### src/drf_pkg.sv
// Package for the deduplicating ring FIFO.
// Holds operation, status and sequencer codes and config register indexes.
// No dependencies.
package drf_pkg;

  // Operation codes carried in the kind field
  typedef enum logic [1:0] {
    KIND_PUSH = 2'd0,
    KIND_POP  = 2'd1,
    KIND_PEEK = 2'd2
  } kind_e;

  // Result status codes
  typedef enum logic [2:0] {
    ST_OK     = 3'd0,
    ST_BADLEN = 3'd1,
    ST_FULL   = 3'd2,
    ST_DUP    = 3'd3,
    ST_EMPTY  = 3'd4
  } status_e;

  // Sequencer states
  typedef enum logic [2:0] {
    S_IDLE,
    S_SCAN,
    S_WRITE,
    S_HEAD,
    S_RESP
  } state_e;

  // Configuration register indexes
  localparam logic CFG_MAX_ENTRIES = 1'b0;
  localparam logic CFG_MAX_LEN     = 1'b1;

  // Field widths fixed by the interface
  localparam int unsigned DATA_W  = 64;
  localparam int unsigned LEN_W   = 4;
  localparam int unsigned CAP_W   = 5;
  localparam int unsigned CFG_W   = 5;

  localparam logic [CAP_W-1:0] MAX_ENTRIES_RST = 5'd16;
  localparam logic [LEN_W-1:0] MAX_LEN_RST     = 4'd8;

endpackage

### src/dedup_ring_fifo.sv
// Ring FIFO of short byte strings that rejects duplicate pushes.
// Entries live in one synchronous memory; a sequencer scans it per push.
// Depends on drf_pkg.
//
// Usage
//   Input channel: in_valid_i / in_stall_o with kind_i, push_data_i and
//   push_len_i. An item is taken when in_valid_i is high and in_stall_o low.
//   Output channel: out_valid_o / out_stall_i with status_o, head_data_o,
//   head_len_o, is_empty_o and is_full_o; exactly one result per item.
//   Config port: cfg_we_i writes cfg_data_i into register cfg_index_i
//   (0 max_entries, 1 max_len); write only while the block is idle.
// Sequence
//   Pop, peek and a rejected push (bad length or full) go through S_HEAD and
//   S_RESP to a loaded result, a push into an empty queue through S_WRITE
//   first. A push into a non-empty queue scans its entries, fifteen at most
//   since a push onto a full ring is refused: the scan reads one entry per
//   cycle through the single memory read port, then come a write and a head
//   read; a duplicate ends the scan without a write. One item is worked on at
//   a time; the next item is taken in the cycle after the result is loaded.
// Reset and stalls
//   Reset empties the queue and sets max_entries 16 and max_len 8; entry
//   storage is not cleared. The result sits in an output register: a new
//   item is accepted while it waits, but the following result is held back
//   inside the block until the receiver takes the pending one.
module dedup_ring_fifo #(
  parameter int unsigned ENTRIES     = 16,
  parameter int unsigned ENTRY_BYTES = 8
) (
  input  logic                              clk_i,
  input  logic                              rst_ni,
  // configuration
  input  logic                              cfg_we_i,
  input  logic                              cfg_index_i,
  input  logic [drf_pkg::CFG_W-1:0]         cfg_data_i,
  // input items
  input  logic                              in_valid_i,
  output logic                              in_stall_o,
  input  logic [1:0]                        kind_i,
  input  logic [drf_pkg::DATA_W-1:0]        push_data_i,
  input  logic [drf_pkg::LEN_W-1:0]         push_len_i,
  // result items
  output logic                              out_valid_o,
  input  logic                              out_stall_i,
  output logic [2:0]                        status_o,
  output logic [drf_pkg::DATA_W-1:0]        head_data_o,
  output logic [drf_pkg::LEN_W-1:0]         head_len_o,
  output logic                              is_empty_o,
  output logic                              is_full_o
);

  localparam int unsigned DW   = 8 * ENTRY_BYTES;
  localparam int unsigned LW   = drf_pkg::LEN_W;
  localparam int unsigned MW   = DW + LW;
  localparam int unsigned PtrW = (ENTRIES > 1) ? $clog2(ENTRIES) : 1;
  localparam int unsigned CntW = $clog2(ENTRIES + 1);

  // ---------------------------------------------------------------------------
  // Configuration registers
  logic [drf_pkg::CAP_W-1:0] max_entries_q;
  logic [LW-1:0]             max_len_q;

  always_ff @(posedge clk_i or negedge rst_ni) begin
    if (!rst_ni) begin
      max_entries_q <= drf_pkg::MAX_ENTRIES_RST;
      max_len_q     <= drf_pkg::MAX_LEN_RST;
    end else if (cfg_we_i) begin
      unique case (cfg_index_i)
        drf_pkg::CFG_MAX_ENTRIES: max_entries_q <= cfg_data_i;
        drf_pkg::CFG_MAX_LEN:     max_len_q     <= cfg_data_i[LW-1:0];
        default: ;
      endcase
    end
  end

  // Capacity in use and length limit, clamped to the legal range
  logic [CntW-1:0] cap;
  logic [LW-1:0]   len_lim;

  always_comb begin
    if (max_entries_q == '0) begin
      cap = CntW'(1);
    end else if (32'(max_entries_q) > ENTRIES) begin
      cap = CntW'(ENTRIES);
    end else begin
      cap = CntW'(max_entries_q);
    end
    if (max_len_q == '0) begin
      len_lim = LW'(1);
    end else if (32'(max_len_q) > ENTRY_BYTES) begin
      len_lim = LW'(ENTRY_BYTES);
    end else begin
      len_lim = max_len_q;
    end
  end

  // Next slot with wrap at the capacity in use
  function automatic logic [PtrW-1:0] next_slot(logic [PtrW-1:0] p, logic [CntW-1:0] c);
    logic [CntW:0] n;
    n = (CntW+1)'(p) + (CntW+1)'(1);
    return (n >= (CntW+1)'(c)) ? '0 : PtrW'(n);
  endfunction

  // ---------------------------------------------------------------------------
  // State
  drf_pkg::state_e    state_q, state_d;
  logic [PtrW-1:0]    rptr_q, rptr_d;
  logic [PtrW-1:0]    wptr_q, wptr_d;
  logic [CntW-1:0]    fill_q, fill_d;
  logic [PtrW-1:0]    scan_ptr_q, scan_ptr_d;
  logic [CntW-1:0]    scan_left_q, scan_left_d;
  logic               cmp_vld_q, cmp_vld_d;
  drf_pkg::status_e   op_status_q, op_status_d;
  logic [DW-1:0]      data_q, data_d;
  logic [LW-1:0]      len_q, len_d;

  // output register
  logic               out_valid_q, out_valid_d;
  drf_pkg::status_e   status_q, status_d;
  logic [drf_pkg::DATA_W-1:0] head_data_q, head_data_d;
  logic [LW-1:0]      head_len_q, head_len_d;
  logic               empty_q, empty_d;
  logic               full_q, full_d;

  // memory ports
  logic [MW-1:0]      mem_q [ENTRIES];
  logic [PtrW-1:0]    rd_addr;
  logic [MW-1:0]      rd_data_q;
  logic               wr_en;
  logic [PtrW-1:0]    wr_addr;

  // ---------------------------------------------------------------------------
  // Incoming push data with bytes beyond the length forced to zero
  logic [DW-1:0] data_masked;

  always_comb begin
    for (int b = 0; b < ENTRY_BYTES; b++) begin
      data_masked[8*b +: 8] = (LW'(b) < push_len_i) ? push_data_i[8*b +: 8] : 8'h00;
    end
  end

  // Compare of the scanned entry against the held push
  logic          match;
  logic [PtrW-1:0] wr_slot;
  logic          out_free;

  assign match    = (rd_data_q[MW-1:DW] == len_q) && (rd_data_q[DW-1:0] == data_q);
  assign wr_slot  = (CntW'(wptr_q) < cap) ? wptr_q : '0;
  assign out_free = !out_valid_q || !out_stall_i;

  // ---------------------------------------------------------------------------
  // Sequencer: next state and datapath control
  always_comb begin
    state_d     = state_q;
    rptr_d      = rptr_q;
    wptr_d      = wptr_q;
    fill_d      = fill_q;
    scan_ptr_d  = scan_ptr_q;
    scan_left_d = scan_left_q;
    cmp_vld_d   = 1'b0;
    op_status_d = op_status_q;
    data_d      = data_q;
    len_d       = len_q;
    rd_addr     = rptr_q;
    wr_en       = 1'b0;
    wr_addr     = wr_slot;

    out_valid_d = out_valid_q && out_stall_i;
    status_d    = status_q;
    head_data_d = head_data_q;
    head_len_d  = head_len_q;
    empty_d     = empty_q;
    full_d      = full_q;

    unique case (state_q)
      drf_pkg::S_IDLE: begin
        if (in_valid_i) begin
          data_d      = data_masked;
          len_d       = push_len_i;
          op_status_d = drf_pkg::ST_OK;
          state_d     = drf_pkg::S_HEAD;
          case (kind_i)
            drf_pkg::KIND_PUSH: begin
              if (push_len_i == '0 || push_len_i > len_lim) begin
                op_status_d = drf_pkg::ST_BADLEN;
              end else if (fill_q >= cap) begin
                op_status_d = drf_pkg::ST_FULL;
              end else if (fill_q == '0) begin
                state_d = drf_pkg::S_WRITE;
              end else begin
                scan_ptr_d  = rptr_q;
                scan_left_d = fill_q;
                state_d     = drf_pkg::S_SCAN;
              end
            end
            drf_pkg::KIND_POP: begin
              if (fill_q == '0) begin
                op_status_d = drf_pkg::ST_EMPTY;
              end else begin
                rptr_d = next_slot(rptr_q, cap);
                fill_d = fill_q - CntW'(1);
              end
            end
            // peek, and the unused code that acts as one
            default: begin
              if (fill_q == '0) begin
                op_status_d = drf_pkg::ST_EMPTY;
              end
            end
          endcase
        end
      end

      // One read issued per cycle, compared in the next cycle
      drf_pkg::S_SCAN: begin
        rd_addr = scan_ptr_q;
        if (scan_left_q != '0) begin
          scan_ptr_d  = next_slot(scan_ptr_q, cap);
          scan_left_d = scan_left_q - CntW'(1);
          cmp_vld_d   = 1'b1;
        end
        if (cmp_vld_q && match) begin
          op_status_d = drf_pkg::ST_DUP;
          cmp_vld_d   = 1'b0;
          state_d     = drf_pkg::S_HEAD;
        end else if (scan_left_q == '0) begin
          cmp_vld_d = 1'b0;
          state_d   = drf_pkg::S_WRITE;
        end
      end

      drf_pkg::S_WRITE: begin
        wr_en   = 1'b1;
        wptr_d  = next_slot(wr_slot, cap);
        fill_d  = fill_q + CntW'(1);
        state_d = drf_pkg::S_HEAD;
      end

      // head read issued here, data valid in S_RESP
      drf_pkg::S_HEAD: begin
        state_d = drf_pkg::S_RESP;
      end

      drf_pkg::S_RESP: begin
        if (out_free) begin
          out_valid_d = 1'b1;
          status_d    = op_status_q;
          head_data_d = (fill_q != '0) ? drf_pkg::DATA_W'(rd_data_q[DW-1:0]) : '0;
          head_len_d  = (fill_q != '0) ? rd_data_q[MW-1:DW] : '0;
          empty_d     = (fill_q == '0);
          full_d      = (fill_q >= cap);
          state_d     = drf_pkg::S_IDLE;
        end
      end

      default: state_d = drf_pkg::S_IDLE;
    endcase
  end

  // ---------------------------------------------------------------------------
  // Control registers
  always_ff @(posedge clk_i or negedge rst_ni) begin
    if (!rst_ni) begin
      state_q     <= drf_pkg::S_IDLE;
      rptr_q      <= '0;
      wptr_q      <= '0;
      fill_q      <= '0;
      scan_ptr_q  <= '0;
      scan_left_q <= '0;
      cmp_vld_q   <= 1'b0;
      out_valid_q <= 1'b0;
    end else begin
      state_q     <= state_d;
      rptr_q      <= rptr_d;
      wptr_q      <= wptr_d;
      fill_q      <= fill_d;
      scan_ptr_q  <= scan_ptr_d;
      scan_left_q <= scan_left_d;
      cmp_vld_q   <= cmp_vld_d;
      out_valid_q <= out_valid_d;
    end
  end

  // Payload registers
  always_ff @(posedge clk_i) begin
    op_status_q <= op_status_d;
    data_q      <= data_d;
    len_q       <= len_d;
    status_q    <= status_d;
    head_data_q <= head_data_d;
    head_len_q  <= head_len_d;
    empty_q     <= empty_d;
    full_q      <= full_d;
  end

  // Entry memory: one write port, one registered read port
  always_ff @(posedge clk_i) begin
    if (wr_en) begin
      mem_q[wr_addr] <= {len_q, data_q};
    end
    rd_data_q <= mem_q[rd_addr];
  end

  // ---------------------------------------------------------------------------
  // Ports
  assign in_stall_o  = (state_q != drf_pkg::S_IDLE);
  assign out_valid_o = out_valid_q;
  assign status_o    = status_q;
  assign head_data_o = head_data_q;
  assign head_len_o  = head_len_q;
  assign is_empty_o  = empty_q;
  assign is_full_o   = full_q;

  // ---------------------------------------------------------------------------
  // Assertions
  a_fill_bound: assert property (@(posedge clk_i) disable iff (!rst_ni)
    32'(fill_q) <= ENTRIES)
    else $error("fill count above depth");

  a_cmp_in_scan: assert property (@(posedge clk_i) disable iff (!rst_ni)
    cmp_vld_q |-> (state_q == drf_pkg::S_SCAN))
    else $error("compare pending outside scan");

  a_result_from_resp: assert property (@(posedge clk_i) disable iff (!rst_ni)
    (state_q == drf_pkg::S_RESP && out_free) |=> out_valid_q)
    else $error("result not presented after response");

  a_pop_drops_one: assert property (@(posedge clk_i) disable iff (!rst_ni)
    (state_q == drf_pkg::S_IDLE && in_valid_i && kind_i == drf_pkg::KIND_POP
     && fill_q != '0) |=> (fill_q == $past(fill_q) - CntW'(1)))
    else $error("pop did not remove one item");

endmodule

### config.mk
export PLATFORM = sky130hd
export DESIGN_NAME = dedup_ring_fifo
export DESIGN_NICKNAME = d
export VERILOG_FILES = /design/src/drf_pkg.sv /design/src/dedup_ring_fifo.sv
export SDC_FILE = /design/constraint.sdc
export NUM_CORES = 2
export LEC_CHECK = 0
export BUFFER_PORTS_ARGS = -buffer_cell sky130_fd_sc_hd__buf_2
export CAP_MARGIN = 30
export CORE_ASPECT_RATIO = 1.1
export CORE_MARGIN = 8
export CORE_UTILIZATION = 36
export DETAILED_ROUTE_END_ITERATION = 6
export GPL_ROUTABILITY_DRIVEN = 0
export REMOVE_ABC_BUFFERS = 1
export SETUP_SLACK_MARGIN = 0.4
export SLEW_MARGIN = 15
export SYNTH_ARGS = -nofsm -noshare
export SYNTH_HDL_FRONTEND = slang
export SYNTH_SLANG_ARGS = --single-unit
### constraint.sdc
create_clock -name clk_i -period 12.1 [get_ports clk_i]
set_input_delay 1.815 -clock clk_i [delete_from_list [all_inputs] [get_ports clk_i]]
set_output_delay 1.815 -clock clk_i [all_outputs]
set_load 0.03 [all_outputs]
After elaboration in Yosys (flattened, before gate mapping)
Memories as Yosys holds them, arrays and structs flattened. A register that Yosys moved wholly into a read port is not among the register bits.
Cells that the tools add are included.
Widths: inputs -> output; s select.
Storage, ports and cells
  bits in registers: 180
  latch bits: 0
  memory bits (writable): 1088
  ROM bits: 0
  output and inout port bits: 75
  logic and storage cells: 147
  memories: 1
Memory list
  mem_q: depth 16, bits a word 68, rd ports 1, clocked after Yosys merged registers in 1, write ports 1, RTL line dedup_ring_fifo.sv:125  | logic [MW-1:0] mem_q [ENTRIES];
Cells by class
  add/sub/neg operators: 6
  multipliers: 0
  divide/modulo/power cells: 0
  magnitude comparators: 16
  equality and inequality tests: 17
  shift-type cells: 0
  multiplexer cells: 52
  bitwise logic cells: 2
  reduce and logical (&&, ||, !) cells: 28
Operators by type and width (count)
  $eq 64x64->1: 1
  $mux 5: 11
  $mux 4: 13
  $mux 3: 8
  $ge 5x5->1: 4
  $pmux 5 s2: 2
  $lt 3x4->1 const A: 4
  $add 4x1->5 const B: 3
  $logic_not 5->1: 3
  $pmux 3 s5: 1
  $ne 2x2->1 const B: 7
  $mux 2: 6
  $reduce_bool 5->1: 2
  $sub 5x1->5 const B: 2
  $mux 1: 9
  $logic_not 4->1: 2
  $lt 1x4->1 const A: 2
  $lt 2x4->1 const A: 2
  $pmux 4 s2: 1
  $reduce_and 2->1: 4
  $reduce_and 4->1: 2
  $reduce_and 7->1: 1
  $eq 3x2->1 const B: 2
  $pmux 3 s2: 1
  20 further kinds: 28

Depth between registers and ports, before layout
  depth after elaboration: 9
  depth in mapped cells: 16

Worst setup path after synthesis
Ideal clock, no wire load.
  path type: flip-flop to flip-flop
  from: reg max_entries_q[4] (netlist name)
  to: mem mem_q[11][0] (netlist name) (enable)
  data arrival time: 6.829 ns
  required time: 11.508 ns
  slack: 4.679 ns
  cell stages (with the launch flop): 9
  clock period less this slack: 7.421 ns
  cell sequence: dfstp_2 > inv_1 > nand2_1 > ha_1 > a21o_1 > a21oi_1 > a21oi_1 > or3_1 > nor3b_1
On the way
  cells in the longest elaborated chain, start to end: 5
Ends and longest elaborated chain
  start: declaration: RTL line dedup_ring_fifo.sv:59  | logic [drf_pkg::CAP_W-1:0] max_entries_q;
  start signal: assignment: RTL line dedup_ring_fifo.sv:64  | max_entries_q <= drf_pkg::MAX_ENTRIES_RST;
  start signal: assignment: RTL line dedup_ring_fifo.sv:68  | drf_pkg::CFG_MAX_ENTRIES: max_entries_q <= cfg_data_i;
  $gt 5x5->1: RTL line dedup_ring_fifo.sv:82  | end else if (32'(max_entries_q) > ENTRIES) begin
  $mux 5: RTL line dedup_ring_fifo.sv:82
  $mux 5 (*): RTL line dedup_ring_fifo.sv:80  | if (max_entries_q == '0) begin
  $lt 4x5->1 (*): RTL line dedup_ring_fifo.sv:147  | assign wr_slot = (CntW'(wptr_q) < cap) ? wptr_q : '0;
  $mux 4 (*): RTL line dedup_ring_fifo.sv:147
  end: declaration: RTL line dedup_ring_fifo.sv:125
Every way passes the cells marked *; elsewhere a longest branch is shown, timed or not.

Worst setup path in the final report
  from: reg max_entries_q[4] (netlist name)
  to: mem mem_q[2][31] (netlist name) (enable)
The elaborated chain is that of the path after synthesis.

==> qor.csv <==
metric,value,unit
Fin. Hold Viols,0,
ranking of synthesized cells by area,"edfxtp_1 (70%), nand2_1 (7.1%), nand3_1 (4.0%), mux2i_1 (3.9%), dfxtp_1 (2.6%)",
unrepaired setup endpoints after global routing,false,
CP endpoint kind,flop,
H-tree levels,4,
most numerous cell in the Yosys netlist,edfxtp_1,
clock root buffer,clkbuf_16,
Max clock buf depth,3,
startpoint types,flop,
Clk pwr share,27.0,%
DP Area,0.0558,mm2
Comb power frac,31.9,%
Syn Inst Count,3801,
I/O Buffers,155,
Die Height,418,um
All-Layer GR Usage,17.8,%
first-pass GRT wire length,213000,um
via/cell ratio,5.29,
leading area contributor after synthesis,edfxtp_1,
dpl ws,7.30,ns
"Worst Path Class, Setup",reg -> reg,
Post-CTS Setup Bufs,0,
fmax,0.209,GHz
Max Cap Violations,0,
Flop pwr share,41.1,%
Synth Warn #,0,
TritonCTS Buffers,134,
Finished Layout Cells,6002,
Power Density,252,mW/mm2
Crit path required time,12.47,ns
slew margin rel.,24.0,%
"FFs w/ async S/R, synth",2.69,%
CTS resizes,0,
Pint,9700,uW
DRT Pass-1 Iters,7,
Syn Area/Cell,13.9,um2
min Tclk post-route,4.78,ns
hold_buf cts,0,
worst path arrival time,5.15,ns
Avg WL per Cell,24.4,um
"Slew Viols, Final",0,
Switching Fraction,35.9,%
most frequent cells after synthesis,"edfxtp_1 (1232), nand2_1 (1001), nand3_1 (419), mux2i_1 (206), clkbuf_1 (132)",
register area share after synthesis,74.4,%
predominant post-synthesis flop cell,edfxtp_1,
TritonCTS clock tree,done,
Skew-Pair Late Insertion Delay,0.75,ns
Post-DP HPWL,77600,um
Synth Cell Area,0.0528,mm2
total grt overflow,0,
Setup Viol. Count Final,0,
Fin Hold WS,0.427,ns
Final Skew,0.0212,ns
CTS Sinks,1336,
die area,0.159,mm2
share of cells above drive strength 1,11.2,%
initial antenna violation count,9,
DRC viols,0,
post-synthesis cell type count,63,
vias in the first global route,30800,
placed cell count,5748,
multi-input logic area,0.0126,mm2
Initial Utilization,36.2,%
Worst-path clk slew,0.06,ns
Final nets,4068,
initial DRC count,3307,
vias,31800,
design area,0.0602,mm2
final wirelength,147000,um
Sw Pwr,5440,uW
crit path max fanout,27,
Tcrit/Tclk final,39.5,%
status,completed,
Rows,147,
core area,0.146,mm2
TNS Setup,0,ns
Hold Crit Class,reg -> reg,
"Area growth, synth to finish",14.1,%
largest net degree at the start of global routing,191,
FF+latch area,0.0393,mm2
number of synthesized flops with an enable pin,1232,
register bit total from synthesis,1336,
worst slew pin tran,1.14,ns
Leak,0.0212,uW
PnR worst setup slack,7.32,ns
number of antenna-violating nets in the routed design,0,
Die X-Extent,381,um
post-synth top area share,70.1,%
I/O pin total,156,
# fillers,13300,
Worst IR Drop VDD,0.277,mV
layout make-up:
class / instances / area share [%]
flip-flops and latches: 1336 / 65.2
multi-input cells: 2221 / 21.0
clock buffers: 198 / 6.35
well taps: 1937 / 4.03
repair buffers: 219 / 2.34
clock inverters: 48 / 0.788
inverters: 38 / 0.237
diodes: 5 / 0.0208
layout by cell type, fill, tap and decap left out, types with 53 or more instances in the layout:
cell type  instances
nand2_1          998
nor2b_1           58
o221ai_1          69
buf_2            155
xnor2_1           54
and2_1            75
mux2i_1          206
dfxtp_1           68
buf_4             53
edfxtp_1        1232
clkbuf_16        141
nand3_1          419
a32oi_1           68
cells by family (layout without fill, tap and decap cells):
logic type | count (synthesis) | count (layout) | share of synthesized area (%)
multiplexers | 220 | 220 | 4.21
flip-flops | 1336 | 1336 | 74.4
buffers and inverters | 244 | 503 | 2.03
other | 0 | 5 | 0
adder cells (fa/ha/maj) | 37 | 37 | 0.892
AND/OR/NAND/NOR | 1672 | 1672 | 14.0
AO/OA/AOI/OAI | 232 | 232 | 3.49
XOR/XNOR | 60 | 60 | 0.996
critical path, stage by stage (launching register included):
cell and delay (ns):
dfstp_2 0.38, inv_1 0.13, nand2_1 0.19, ha_1 0.36, a21o_1 0.13, a21oi_1 0.07
a21oi_1 0.67, nor2b_1 0.22, inv_1 0.11, ha_1 0.21, inv_1 0.12, nor2_4 0.61
buf_4 0.61, buf_4 0.56
flip-flops by register name, indices dropped and copies added (netlist names), 4 cells and up:
signal,flops
mem_q,1088
rd_data_q,68
data_q,64
head_data_o,64
fill_q,5
max_entries_q,5
scan_left_q,5
head_len_o,4
len_q,4
max_len_q,4
rptr_q,4
scan_ptr_q,4
wptr_q,4
worst paths after layout:
kind                                   from           end  slack, ns  cells past startpoint
hold / removal               op_status_q[1]   status_o[1]       0.43                      0
setup reg to reg           max_entries_q[4]  mem_q[2][31]       7.32                     13
min in group asynchronous            rst_ni     fill_q[1]       0.92                      1
max in group asynchronous            rst_ni  max_len_q[3]      10.68                      2
hold reg to reg              op_status_q[1]   status_o[1]       0.43                      0
setup / recovery           max_entries_q[4]  mem_q[2][31]       7.32                     13
per-layer routing:
metal | track usage (%) | up-vias | part of all wire, %
li1 | - | 14200 | -
met1 | 24.3 | 16100 | 42
met2 | 28.8 | 1181 | 47
met3 | 3.32 | 239 | 7.2
met4 | 6.02 | 4 | 3.3
met5 | 0 | - | 0.018
power by group through the flow:
stage / Combinational (uW) / Clock, uW / Sequential [uW]
global placement: 4750 / 0 / 6310
finish: 4820 / 4090 / 6230
CTS: 4830 / 4150 / 6230
floorplan: 4090 / 0 / 6230
global route: 5280 / 4320 / 6280
detailed placement: 4810 / 0 / 6320
per-stage QoR:
step                      total power [uW]  utilization (%)
after CTS                            15200             41.3
after global routing                 15900             41.3
after floorplan                      10300                -
after global placement               11100             38.3
after detailed placement             11100             38.3
final                                15100             41.3
No activity file was read; power rests on OpenSTA's default activity.
